File: config.mk
export PLATFORM = sky130hd
export DESIGN_NAME = baro_pressure_temp_compensation
export DESIGN_NICKNAME = d
export VERILOG_FILES = /design/src/rtl/bpc_pkg.sv /design/src/rtl/baro_pressure_temp_compensation.sv /design/src/rtl/bpc_div.sv
export SDC_FILE = /design/constraint.sdc
export NUM_CORES = 2
export LEC_CHECK = 0
export BUFFER_PORTS_ARGS = -buffer_cell sky130_fd_sc_hd__clkbuf_2
export CELL_PAD_IN_SITES_DETAIL_PLACEMENT = 1
export CELL_PAD_IN_SITES_GLOBAL_PLACEMENT = 1
export CORE_ASPECT_RATIO = 0.5
export CORE_MARGIN = 3
export CORE_UTILIZATION = 40
export CTS_BUF_LIST = sky130_fd_sc_hd__clkbuf_4
export CTS_CLUSTER_SIZE = 20
export DETAILED_ROUTE_END_ITERATION = 6
export HOLD_SLACK_MARGIN = 0.05
export PLACE_DENSITY_LB_ADDON = 0.1
export SKIP_LAST_GASP = 1
export SLEW_MARGIN = 20
export SYNTH_ARGS = -nofsm -noshare
export SYNTH_HDL_FRONTEND = slang
export SYNTH_SLANG_ARGS = --single-unit
File: constraint.sdc
create_clock -name i_clk -period 14.3 [get_ports i_clk]
set_input_delay 4.29 -clock i_clk [delete_from_list [all_inputs] [get_ports i_clk]]
set_output_delay 4.29 -clock i_clk [all_outputs]
set_load 0.01 [all_outputs]
File: src/rtl/bpc_pkg.sv
// ----------------------------------------------------------------------------
// bpc_pkg
// shared widths, types and helpers for the barometric compensation block
// ----------------------------------------------------------------------------
package bpc_pkg;

    localparam int WORD_W = 32;
    localparam int CNT_W  = $clog2(WORD_W);

    typedef logic [WORD_W-1:0] t_word;

    typedef struct packed {
        logic  start;
        t_word dividend;
        t_word divisor;
    } t_div_req;

    typedef struct packed {
        logic  done;
        t_word quotient;
    } t_div_rsp;

    function automatic t_word asr(input t_word v, input logic [CNT_W-1:0] n);
        asr = t_word'($signed(v) >>> n);
    endfunction

    function automatic t_word sx16(input logic [15:0] v);
        sx16 = {{16{v[15]}}, v};
    endfunction

    function automatic t_word zx16(input logic [15:0] v);
        zx16 = {16'd0, v};
    endfunction

endpackage

File: src/rtl/baro_pressure_temp_compensation.sv
// ----------------------------------------------------------------------------
// baro_pressure_temp_compensation
// barometer temperature and pressure compensation on a shared multiplier
// ----------------------------------------------------------------------------
// usage:
//   cfg channel writes calibration words and the oversampling setting,
//   index 0..3; writes take effect at once, so they belong between words.
//   input word: tuser is the kind (0 temperature, 1 pressure), tdata the raw
//   reading. one result word per input word.
//   a temperature word and a pressure word each pass the 32-step divider and
//   the steps of the one 32x32 multiplier, a pressure word more of them. the
//   block takes one word at a time and is not ready while it works.
//   the result sits in an output register; a stalled receiver holds the block
//   in its final step until the word is taken, a new input is accepted once
//   the result is loaded.
//   reset clears the calibration words, the oversampling setting and the
//   stored b5 term to zero.
// ----------------------------------------------------------------------------
module baro_pressure_temp_compensation (
    input  logic        i_clk,
    input  logic        i_rst_n,
    input  logic        i_cfg_valid,
    output logic        o_cfg_ready,
    input  logic [1:0]  i_cfg_index,
    input  logic [63:0] i_cfg_data,
    input  logic        i_s_axis_tvalid,
    output logic        o_s_axis_tready,
    input  logic [23:0] i_s_axis_tdata,   // raw_reading[23:0]
    input  logic        i_s_axis_tuser,   // func
    output logic        o_m_axis_tvalid,
    input  logic        i_m_axis_tready,
    output logic [39:0] o_m_axis_tdata,   // temperature_dc[15:0], pressure_pa[33:16],
                                          // div_error[34], zero pad
    output logic        o_m_axis_tuser    // kind
);

    localparam logic [2:0] REG_A   = 3'd0;
    localparam logic [2:0] REG_B   = 3'd1;
    localparam logic [2:0] REG_C   = 3'd2;
    localparam logic [2:0] REG_OSS = 3'd3;

    localparam logic [4:0] S_IDLE = 5'd0;
    localparam logic [4:0] S_T0   = 5'd1;
    localparam logic [4:0] S_T1   = 5'd2;
    localparam logic [4:0] S_TW   = 5'd3;
    localparam logic [4:0] S_P0   = 5'd4;
    localparam logic [4:0] S_P1   = 5'd5;
    localparam logic [4:0] S_P2   = 5'd6;
    localparam logic [4:0] S_P3   = 5'd7;
    localparam logic [4:0] S_P4   = 5'd8;
    localparam logic [4:0] S_P5   = 5'd9;
    localparam logic [4:0] S_P6   = 5'd10;
    localparam logic [4:0] S_P7   = 5'd11;
    localparam logic [4:0] S_PW   = 5'd12;
    localparam logic [4:0] S_P8   = 5'd13;
    localparam logic [4:0] S_P9   = 5'd14;
    localparam logic [4:0] S_P10  = 5'd15;
    localparam logic [4:0] S_P11  = 5'd16;
    localparam logic [4:0] S_DONE = 5'd17;

    localparam bpc_pkg::t_word C_4000  = 32'd4000;
    localparam bpc_pkg::t_word C_32768 = 32'd32768;
    localparam bpc_pkg::t_word C_50000 = 32'd50000;
    localparam bpc_pkg::t_word C_3038  = 32'd3038;
    localparam bpc_pkg::t_word C_M7357 = 32'hFFFF_E343;
    localparam bpc_pkg::t_word C_3791  = 32'd3791;
    localparam bpc_pkg::t_word C_PMAX  = 32'd262143;

    logic [63:0]     r_cal_a;
    logic [63:0]     r_cal_b;
    logic [31:0]     r_cal_c;
    logic [1:0]      r_oss;
    bpc_pkg::t_word  r_b5;

    logic [4:0]      r_state;
    logic            r_kind;
    logic [23:0]     r_raw;
    bpc_pkg::t_word  r_prod;
    bpc_pkg::t_word  r_x1;
    bpc_pkg::t_word  r_sq;
    bpc_pkg::t_word  r_b3;
    bpc_pkg::t_word  r_b4;
    bpc_pkg::t_word  r_b7;
    bpc_pkg::t_word  r_b6;
    bpc_pkg::t_word  r_p;
    logic            r_neg;
    logic [15:0]     r_temp;
    logic [17:0]     r_press;
    logic            r_err;

    logic            r_ovalid;
    logic [39:0]     r_odata;
    logic            r_ouser;

    bpc_pkg::t_word  w_ac1, w_ac2, w_ac3, w_ac4, w_ac5, w_ac6;
    bpc_pkg::t_word  w_b1, w_b2, w_mc, w_md;
    bpc_pkg::t_word  w_ma, w_mb;
    bpc_pkg::t_word  w_up;
    bpc_pkg::t_word  w_x1t, w_den, w_num, w_q, w_b5n, w_tn;
    bpc_pkg::t_word  w_x3, w_b3n, w_x3b, w_pn;
    bpc_pkg::t_div_req w_req;
    bpc_pkg::t_div_rsp w_rsp;
    logic            w_in_acc;

    assign w_ac1 = bpc_pkg::sx16(r_cal_a[15:0]);
    assign w_ac2 = bpc_pkg::sx16(r_cal_a[31:16]);
    assign w_ac3 = bpc_pkg::sx16(r_cal_a[47:32]);
    assign w_ac4 = bpc_pkg::zx16(r_cal_a[63:48]);
    assign w_ac5 = bpc_pkg::zx16(r_cal_b[15:0]);
    assign w_ac6 = bpc_pkg::zx16(r_cal_b[31:16]);
    assign w_b1  = bpc_pkg::sx16(r_cal_b[47:32]);
    assign w_b2  = bpc_pkg::sx16(r_cal_b[63:48]);
    assign w_mc  = bpc_pkg::sx16(r_cal_c[15:0]);
    assign w_md  = bpc_pkg::sx16(r_cal_c[31:16]);

    assign o_cfg_ready     = 1'b1;
    assign o_s_axis_tready = (r_state == S_IDLE);
    assign w_in_acc        = i_s_axis_tvalid && o_s_axis_tready;

    assign w_up  = {8'd0, r_raw} >> (4'd8 - {2'b00, r_oss});
    assign w_x1t = bpc_pkg::asr(r_prod, 5'd15);
    assign w_den = w_x1t + w_md;
    assign w_num = {w_mc[20:0], 11'd0};
    assign w_q   = r_neg ? (32'd0 - w_rsp.quotient) : w_rsp.quotient;
    assign w_b5n = r_x1 + w_q;
    assign w_tn  = bpc_pkg::asr(w_b5n + 32'd8, 5'd4);
    assign w_x3  = r_x1 + bpc_pkg::asr(r_prod, 5'd11);
    assign w_b3n = bpc_pkg::asr((({w_ac1[29:0], 2'b00} + w_x3) << r_oss) + 32'd2, 5'd2);
    assign w_x3b = bpc_pkg::asr(r_x1 + bpc_pkg::asr(r_prod, 5'd16) + 32'd2, 5'd2);
    assign w_pn  = r_p + bpc_pkg::asr(r_x1 + bpc_pkg::asr(r_prod, 5'd16) + C_3791, 5'd4);

    always_comb begin
        w_ma = '0;
        w_mb = '0;
        case (r_state)
            S_T0: begin
                w_ma = {16'd0, r_raw[15:0]} - w_ac6;
                w_mb = w_ac5;
            end
            S_P0: begin
                w_ma = r_b6;
                w_mb = r_b6;
            end
            S_P1: begin
                w_ma = w_b2;
                w_mb = bpc_pkg::asr(r_prod, 5'd12);
            end
            S_P2: begin
                w_ma = w_ac2;
                w_mb = r_b6;
            end
            S_P3: begin
                w_ma = w_ac3;
                w_mb = r_b6;
            end
            S_P4: begin
                w_ma = w_b1;
                w_mb = r_sq;
            end
            S_P5: begin
                w_ma = w_ac4;
                w_mb = w_x3b + C_32768;
            end
            S_P6: begin
                w_ma = w_up - r_b3;
                w_mb = C_50000 >> r_oss;
            end
            S_P8: begin
                w_ma = bpc_pkg::asr(r_p, 5'd8);
                w_mb = bpc_pkg::asr(r_p, 5'd8);
            end
            S_P9: begin
                w_ma = r_prod;
                w_mb = C_3038;
            end
            S_P10: begin
                w_ma = C_M7357;
                w_mb = r_p;
            end
            default: begin
                w_ma = '0;
                w_mb = '0;
            end
        endcase
    end

    always_comb begin
        w_req.start    = 1'b0;
        w_req.dividend = '0;
        w_req.divisor  = '0;
        if (r_state == S_T1) begin
            w_req.start    = (w_den != '0);
            w_req.dividend = w_num[31] ? (32'd0 - w_num) : w_num;
            w_req.divisor  = w_den[31] ? (32'd0 - w_den) : w_den;
        end else if (r_state == S_P7) begin
            w_req.start    = (r_b4 != '0);
            w_req.dividend = r_prod[31] ? r_prod : {r_prod[30:0], 1'b0};
            w_req.divisor  = r_b4;
        end
    end

    bpc_div u_div (
        .i_clk   (i_clk),
        .i_rst_n (i_rst_n),
        .i_req   (w_req),
        .o_rsp   (w_rsp)
    );

    always_ff @(posedge i_clk) begin
        if (!i_rst_n) begin
            r_cal_a <= '0;
            r_cal_b <= '0;
            r_cal_c <= '0;
            r_oss   <= '0;
        end else if (i_cfg_valid) begin
            case ({1'b0, i_cfg_index})
                REG_A:   r_cal_a <= i_cfg_data;
                REG_B:   r_cal_b <= i_cfg_data;
                REG_C:   r_cal_c <= i_cfg_data[31:0];
                REG_OSS: r_oss   <= i_cfg_data[1:0];
                default: r_oss   <= r_oss;
            endcase
        end
    end

    always_ff @(posedge i_clk) begin
        r_prod <= w_ma * w_mb;
    end

    always_ff @(posedge i_clk) begin
        if (!i_rst_n) begin
            r_state  <= S_IDLE;
            r_b5     <= '0;
            r_ovalid <= 1'b0;
        end else begin
            if (r_state == S_DONE && (!r_ovalid || i_m_axis_tready)) begin
                r_ovalid <= 1'b1;
            end else if (r_ovalid && i_m_axis_tready) begin
                r_ovalid <= 1'b0;
            end
            case (r_state)
                S_IDLE: begin
                    if (w_in_acc) begin
                        r_kind  <= i_s_axis_tuser;
                        r_raw   <= i_s_axis_tdata;
                        r_temp  <= '0;
                        r_press <= '0;
                        r_err   <= 1'b0;
                        r_b6    <= r_b5 - C_4000;
                        r_state <= i_s_axis_tuser ? S_P0 : S_T0;
                    end
                end
                S_T0: r_state <= S_T1;
                S_T1: begin
                    r_x1  <= w_x1t;
                    r_neg <= w_num[31] ^ w_den[31];
                    if (w_den == '0) begin
                        r_err   <= 1'b1;
                        r_state <= S_DONE;
                    end else begin
                        r_state <= S_TW;
                    end
                end
                S_TW: begin
                    if (w_rsp.done) begin
                        r_b5    <= w_b5n;
                        r_temp  <= w_tn[15:0];
                        r_state <= S_DONE;
                    end
                end
                S_P0: r_state <= S_P1;
                S_P1: begin
                    r_sq    <= bpc_pkg::asr(r_prod, 5'd12);
                    r_state <= S_P2;
                end
                S_P2: begin
                    r_x1    <= bpc_pkg::asr(r_prod, 5'd11);
                    r_state <= S_P3;
                end
                S_P3: begin
                    r_b3    <= w_b3n;
                    r_state <= S_P4;
                end
                S_P4: begin
                    r_x1    <= bpc_pkg::asr(r_prod, 5'd13);
                    r_state <= S_P5;
                end
                S_P5: r_state <= S_P6;
                S_P6: begin
                    r_b4    <= r_prod >> 15;
                    r_state <= S_P7;
                end
                S_P7: begin
                    r_b7 <= r_prod;
                    if (r_b4 == '0) begin
                        r_err   <= 1'b1;
                        r_state <= S_DONE;
                    end else begin
                        r_state <= S_PW;
                    end
                end
                S_PW: begin
                    if (w_rsp.done) begin
                        r_p     <= r_b7[31] ? {w_rsp.quotient[30:0], 1'b0}
                                            : w_rsp.quotient;
                        r_state <= S_P8;
                    end
                end
                S_P8: r_state <= S_P9;
                S_P9: r_state <= S_P10;
                S_P10: begin
                    r_x1    <= bpc_pkg::asr(r_prod, 5'd16);
                    r_state <= S_P11;
                end
                S_P11: begin
                    if (w_pn[31]) begin
                        r_press <= '0;
                    end else if (w_pn > C_PMAX) begin
                        r_press <= C_PMAX[17:0];
                    end else begin
                        r_press <= w_pn[17:0];
                    end
                    r_state <= S_DONE;
                end
                S_DONE: begin
                    if (!r_ovalid || i_m_axis_tready) begin
                        r_ouser  <= r_kind;
                        r_odata  <= {5'd0, r_err, r_press, r_temp};
                        r_state  <= S_IDLE;
                    end
                end
                default: r_state <= S_IDLE;
            endcase
        end
    end

    assign o_m_axis_tvalid = r_ovalid;
    assign o_m_axis_tdata  = r_odata;
    assign o_m_axis_tuser  = r_ouser;

endmodule

File: src/rtl/bpc_div.sv
// ----------------------------------------------------------------------------
// bpc_div
// unsigned restoring divider, one quotient bit per cycle
// ----------------------------------------------------------------------------
module bpc_div (
    input  logic              i_clk,
    input  logic              i_rst_n,
    input  bpc_pkg::t_div_req i_req,
    output bpc_pkg::t_div_rsp o_rsp
);

    logic                          r_busy;
    logic [bpc_pkg::CNT_W-1:0]     r_cnt;
    bpc_pkg::t_word                r_rem;
    bpc_pkg::t_word                r_quo;
    bpc_pkg::t_word                r_dvs;
    logic                          r_done;
    logic [bpc_pkg::WORD_W:0]      w_sh;
    logic [bpc_pkg::WORD_W:0]      w_diff;

    assign w_sh   = {r_rem, r_quo[bpc_pkg::WORD_W-1]};
    assign w_diff = w_sh - {1'b0, r_dvs};

    always_ff @(posedge i_clk) begin
        if (!i_rst_n) begin
            r_busy <= 1'b0;
            r_done <= 1'b0;
            r_cnt  <= '0;
        end else begin
            r_done <= 1'b0;
            if (i_req.start) begin
                r_busy <= 1'b1;
                r_cnt  <= '0;
                r_rem  <= '0;
                r_quo  <= i_req.dividend;
                r_dvs  <= i_req.divisor;
            end else if (r_busy) begin
                if (!w_diff[bpc_pkg::WORD_W]) begin
                    r_rem <= w_diff[bpc_pkg::WORD_W-1:0];
                    r_quo <= {r_quo[bpc_pkg::WORD_W-2:0], 1'b1};
                end else begin
                    r_rem <= w_sh[bpc_pkg::WORD_W-1:0];
                    r_quo <= {r_quo[bpc_pkg::WORD_W-2:0], 1'b0};
                end
                r_cnt <= r_cnt + bpc_pkg::CNT_W'(1);
                if (r_cnt == bpc_pkg::CNT_W'(bpc_pkg::WORD_W - 1)) begin
                    r_busy <= 1'b0;
                    r_done <= 1'b1;
                end
            end
        end
    end

    assign o_rsp.done     = r_done;
    assign o_rsp.quotient = r_quo;

endmodule
; ---- Yosys cells after proc, flatten, opt, wreduce, memory -nomap -nowiden
; Index checks and enable logic that the tools add are counted.
[word_totals]
inputBits = 96
ramBits = 0
elab_cells = 165
romBits = 0
latchBits = 0
reg_bits = 627
n_memories = 0
[classes]
add_sub_neg = 20
mul = 1
eq_ne = 27
magnitude_cmp = 1
div = 0
n_reduce_logical = 40
bitwise_logic = 3
n_mux = 40
n_shift = 3
[ops]
columns = cell, count
row1 = $pmux W32 S11, 1
row2 = $mux W32, 9
row3 = $pmux W32 S9, 1
row4 = $add A32 B32 Y32, 5
row5 = $mux W65, 2
row6 = $pmux W32 S4, 1
row7 = $pmux W5 S18, 1
row8 = $add A32 B2 Y32 const B, 2
row9 = $logic_not A32 Y1, 2
row10 = $reduce_bool A32 Y1, 2
row11 = $mux W18, 3
row12 = $eq A5 B4 Y1 const B, 8
row13 = $pmux W18 S2, 1
row14 = $sub A33 B32 Y33, 1
row15 = $add A32 B12 Y32 const B, 1
row16 = $gt A32 B18 Y1 const B, 1
row17 = $mul A32 B32 Y32, 1
row18 = $mux W16, 2
row19 = $pmux W16 S2, 1
row20 = $shl A32 B2 Y32, 1
row21 = $shr A16 B2 Y32 const A, 1
row22 = $shr A24 B4 Y32, 1
row23 = $sub A1 B32 Y32 const A, 1
row24 = $sub A32 B12 Y32 const B, 1
row25 = other kinds (36), 85

; ---- Logic depth before layout (Yosys ltp)
[logic_depth]
word_depth = 7
ltp_mapped = 56
depth_no_buf = 49

; ---- Modules after synthesis
; Synthesis repeated with hierarchy kept, for this count alone.
[unflattened]
hier_cells = 6115
area_unflattened_um2 = 54593.6
[by_module_without_submodules]
columns = mod, cells_each, n_inst, area_each_um2, seq_area_each_um2
row1 = baro_pressure_temp_compensation, 5551, 1, 48570.3, 12151.7
row2 = bpc_div, 564, 1, 6023.3, 3022.9

; ---- Least setup slack after synthesis
; OpenSTA, ideal clock, no wires.
[synth_path]
kind = register -> register
startpoint = register r_oss[0]
endpoint = register r_prod[31]
slack_ps = 1541
setup_time_ps = 120
stages_incl_launch_ff = 55
arrival_ps = 12640
path_buffers = 7
required_ps = 14180
cell_sequence = dfxtp_1 clkbuf_1 inv_1 clkbuf_1 buf_1 clkbuf_1 ha_1 clkbuf_1 clkbuf_1 buf_1 mux2i_1 nand2_1 o21ai_0 a21oi_1 ha_1 nor2b_1 o2111ai_1 nand2_1 (+19 left out) fa_1 inv_1 fa_1 inv_1 fa_1 xor2_1 xnor2_1 xnor2_1 xnor2_1 xnor2_1 xnor2_1 xnor2_1 xnor2_1 xnor2_1 xnor3_1 xnor3_1 xnor3_1 xnor2_1
[synth_between]
elab_chain_len = 5
word_cells_on_any_way = 7
cone_classes = add/sub (2) / mul (1) / shift (2) / mux (2)
[synth_lines]
columns = element, line
row1 = start: declaration, baro_pressure_temp_compensation.sv:72  ; logic [1:0] r_oss;
row2 = start signal: assignment, baro_pressure_temp_compensation.sv:220  ; REG_OSS: r_oss <= i_cfg_data[1:0];
row3 = start signal: assignment, baro_pressure_temp_compensation.sv:221  ; default: r_oss <= r_oss;
row4 = $sub A4 B2 Y4, baro_pressure_temp_compensation.sv:120  ; assign w_up = {8'd0, r_raw} >> (4'd8 - {2'b00, r_oss});
row5 = $shr A24 B4 Y32, baro_pressure_temp_compensation.sv:120
row6 = $sub A32 B32 Y32, baro_pressure_temp_compensation.sv:165  ; w_ma = w_up - r_b3;
row7 = $pmux W32 S11, baro_pressure_temp_compensation.sv:135  ; case (r_state)
row8 = $mul A32 B32 Y32 (*), baro_pressure_temp_compensation.sv:227  ; r_prod <= w_ma * w_mb;
row9 = end signal: assignment, baro_pressure_temp_compensation.sv:227
row10 = end: declaration, baro_pressure_temp_compensation.sv:78  ; bpc_pkg::t_word r_prod;
; Mark *: on every way between the ends. The rest lies on a longest branch, timed or not.
; A chain may end at the register's enable or synchronous reset.

; ---- Final worst setup path
; Same ends and word-level chain as after synthesis.

==> results.tsv <==
metric	value	unit
status	finished with violations	
violations	DRC	
crit_top_cell	fa_1	
cts_hold_buf	0	
grt_pass1_vias	47800	
io_buffers	133	
ff2ff_setup_slack	1.16	ns
cts_resized	0	
avgViaCountPerCell	5.84	
irDropWorstVdd	0.275	mV
die_w	522	µm
finalSetupTns	0	ns
drive_above_1_share	0.107	
initial_core_util	0.408	
synth-main-ff-cell	edfxtp_1	
required	15.31	ns
synth.distinct_cells	102	
grt.overflow.total	0	
syn_inst	5985	
crit_type	reg -> reg	
min_period_over_period	0.919	
synth_edf_count	333	
cts_buffer_depth	3	
grt_pass1_wl	332	mm
cts_buffers	153	
end_kind	register	
async_flop_share	0	
fp.dieArea	0.138	mm²
r2r-end	r_prod[31]	
initialDrtViolationCount	4870	
hold_path_end	o_m_axis_tdata[34]	
netlist.area_leader.share	0.188	
netlist_area	0.0533	mm²
fin_crit	13.14	ns
clock_latency	1.14	ns
dr.pass1.iters	7	
grtUsageTotal	0.329	
max_freq	76.1	MHz
rsz0062_at_grt	no	
dpl_worst_slack	1.34	ns
routedWlPerCell	28.7	µm
hold_class	reg -> reg	
hold_path_depth	0	
powerDensity	292	mW/mm²
synth_common_cells	1056 x nand2_1, 666 x inv_1, 435 x fa_1	
maxCapViolations	0	
h-tree-depth	4	
layout_setup_ws	1.16	ns
grt_max_degree	165	
synth-seq-cells	572	
cts-root-buf	clkbuf_4	
clk_pin_slew	0.08	ns
skew	0.0982	ns
drtAntennaViolNets	0	
dieHeight	264	µm
gp_congestion	0.972	
p_leak	24.2	nW
drt_wl_total	230	mm
worst_hold_startpoint	r_err	
syn_avg_cell_area	8.90	µm²
worst-path-max-fanout	18	
core	0.130	mm²
critPathLaunchType	register	
max-slew-margin-rel	0.222	
route.vias.total	46800	
yosys_warnings	0	
setup_viol	0	
cp.arrival	14.15	ns
drv_slew	0	
antenna_found_initial	24	
yosys-top-cells-area	edfxtp_1 19%, fa_1 16%, dfxtp_1 9.0%, ha_1 7.8%, nand2_1 7.4%	
r2r_cells	40	
drc	3	
yosysSeqAreaShare	0.278	
cts.sinks	572	
synth.most_common_cell	nand2_1	
hold_violations	0	
area_growth	9.49	%
cts_tree	built	
cp_slowest_cell	nand3_1	
final_nets	6985	
cts_setup_buffers	0	
yosysTopAreaCell	edfxtp_1	
row_count	93	
worst_slew_pin_slew	1.16	ns
io_pins	140	
cpPeakStageDelay	0.79	ns
dpl.hpwl	179	mm
r2r_start	r_oss[0]	
[power breakdown]
group          total [W]  internal (W)  leakage [nW]  switching, W
clock network    0.00160      0.000777          1.18      0.000821
registers        0.00234       0.00211          4.93      0.000237
logic             0.0131       0.00485          18.1       0.00825
[sequential cells by signal, indices dropped and copies added (netlist names), 5 cells and up]
signal and count:
r_raw 24, r_sq 20, r_p 32, r_cal_b 64, r_state 5, o_m_axis_tdata 35, r_temp 16, u_div.r_rem 32
r_b4 17, r_prod 32, r_cal_c 32, r_b6 32, r_cal_a 64, u_div.r_quo 32, r_b3 30, r_b5 32
r_press 18, r_x1 21, u_div.r_cnt 5, u_div.r_dvs 19
[worst max-delay path, delay by kind of cell, from the launching register on]
kind	cells	cell delay (ns)
AOI/OAI and AO/OA	16	4.68
xor gates and xnor gates	1	0.19
adders and majority gates	11	5.23
buffers and inverters	6	0.60
DFF	1	0.34
muxes	1	0.39
and+or+nand+nor	5	1.56
[layout make-up]
| type | count | area (µm²) |
|---|---|---|
| Fill cell | 15200 | 72100 |
| Multi-Input combinational cell | 4460 | 35100 |
| Sequential cell | 572 | 14800 |
| Inverter | 667 | 2500 |
| Tap cell | 1757 | 2200 |
| Timing Repair Buffer | 266 | 1690 |
| Clock buffer | 217 | 1630 |
| Clock inverter | 56 | 358 |
| Antenna cell | 14 | 35.0 |
[stage by stage]
stage               cell area (µm²)  std cells  hold slack [ns]  total power [W]   util
finish                        58300       8009            0.411           0.0170  0.447
global route                  58300       8001            0.427           0.0185  0.447
CTS                           58300       7994            0.410           0.0171  0.447
detailed placement            56300       7721            0.406           0.0153  0.431
global placement              56300       7720            0.401           0.0150  0.431
floorplan                     53300       5994            0.400           0.0110      -
[layout by cell type (no fill, tap or decap), types with 45 or more instances in the layout]
cell and count:
a21oi_1 223, clkbuf_2 132, nor2b_1 51, nor3_1 67
a21o_1 52, a22oi_1 50, a21boi_0 200, nor2_1 342
fa_1 435, and2_1 103, ha_1 334, or3_1 45
edfxtp_1 333, clkbuf_4 218, dfxtp_1 237, o21a_1 47
o21ai_0 179, nand3_1 93, buf_4 130, nand2_1 1056
inv_1 666, nand2b_1 45, xnor2_1 252, mux2_2 45
xor2_1 108, mux2i_1 99
[cell families after synthesis]
| kind of cell | share of synthesized area |
|---|---|
| compound gates | 0.152 |
| xor+xnor | 0.0621 |
| fa+ha+maj | 0.242 |
| buf+inv | 0.0686 |
| flops | 0.278 |
| mux | 0.0294 |
| other cells | 0.000141 |
| simple gates | 0.168 |
[routing by layer]
| metal | global-route usage | routed length [µm] | vias up |
|---|---|---|---|
| met1 | 0.484 | 106000 | 24000 |
| met3 | 0.0872 | 23000 | 355 |
| met4 | 0.0882 | 5980 | 8 |
| met5 | 0 | 56 | - |
| met2 | 0.472 | 95300 | 1872 |
| li1 | - | - | 20600 |
[worst max path at each step]
stage | startpoint | endpoint | slack, ns
global placement | r_oss[1] | r_prod[31] | 1.53
detailed placement | r_oss[1] | r_prod[31] | 1.34
floorplan | r_oss[0] | r_prod[31] | 1.54
global route | r_oss[0] | r_prod[31] | 0.60
finish | r_oss[0] | r_prod[31] | 1.16
CTS | r_oss[0] | r_prod[31] | 1.27
(Power assumes the default switching activity.)
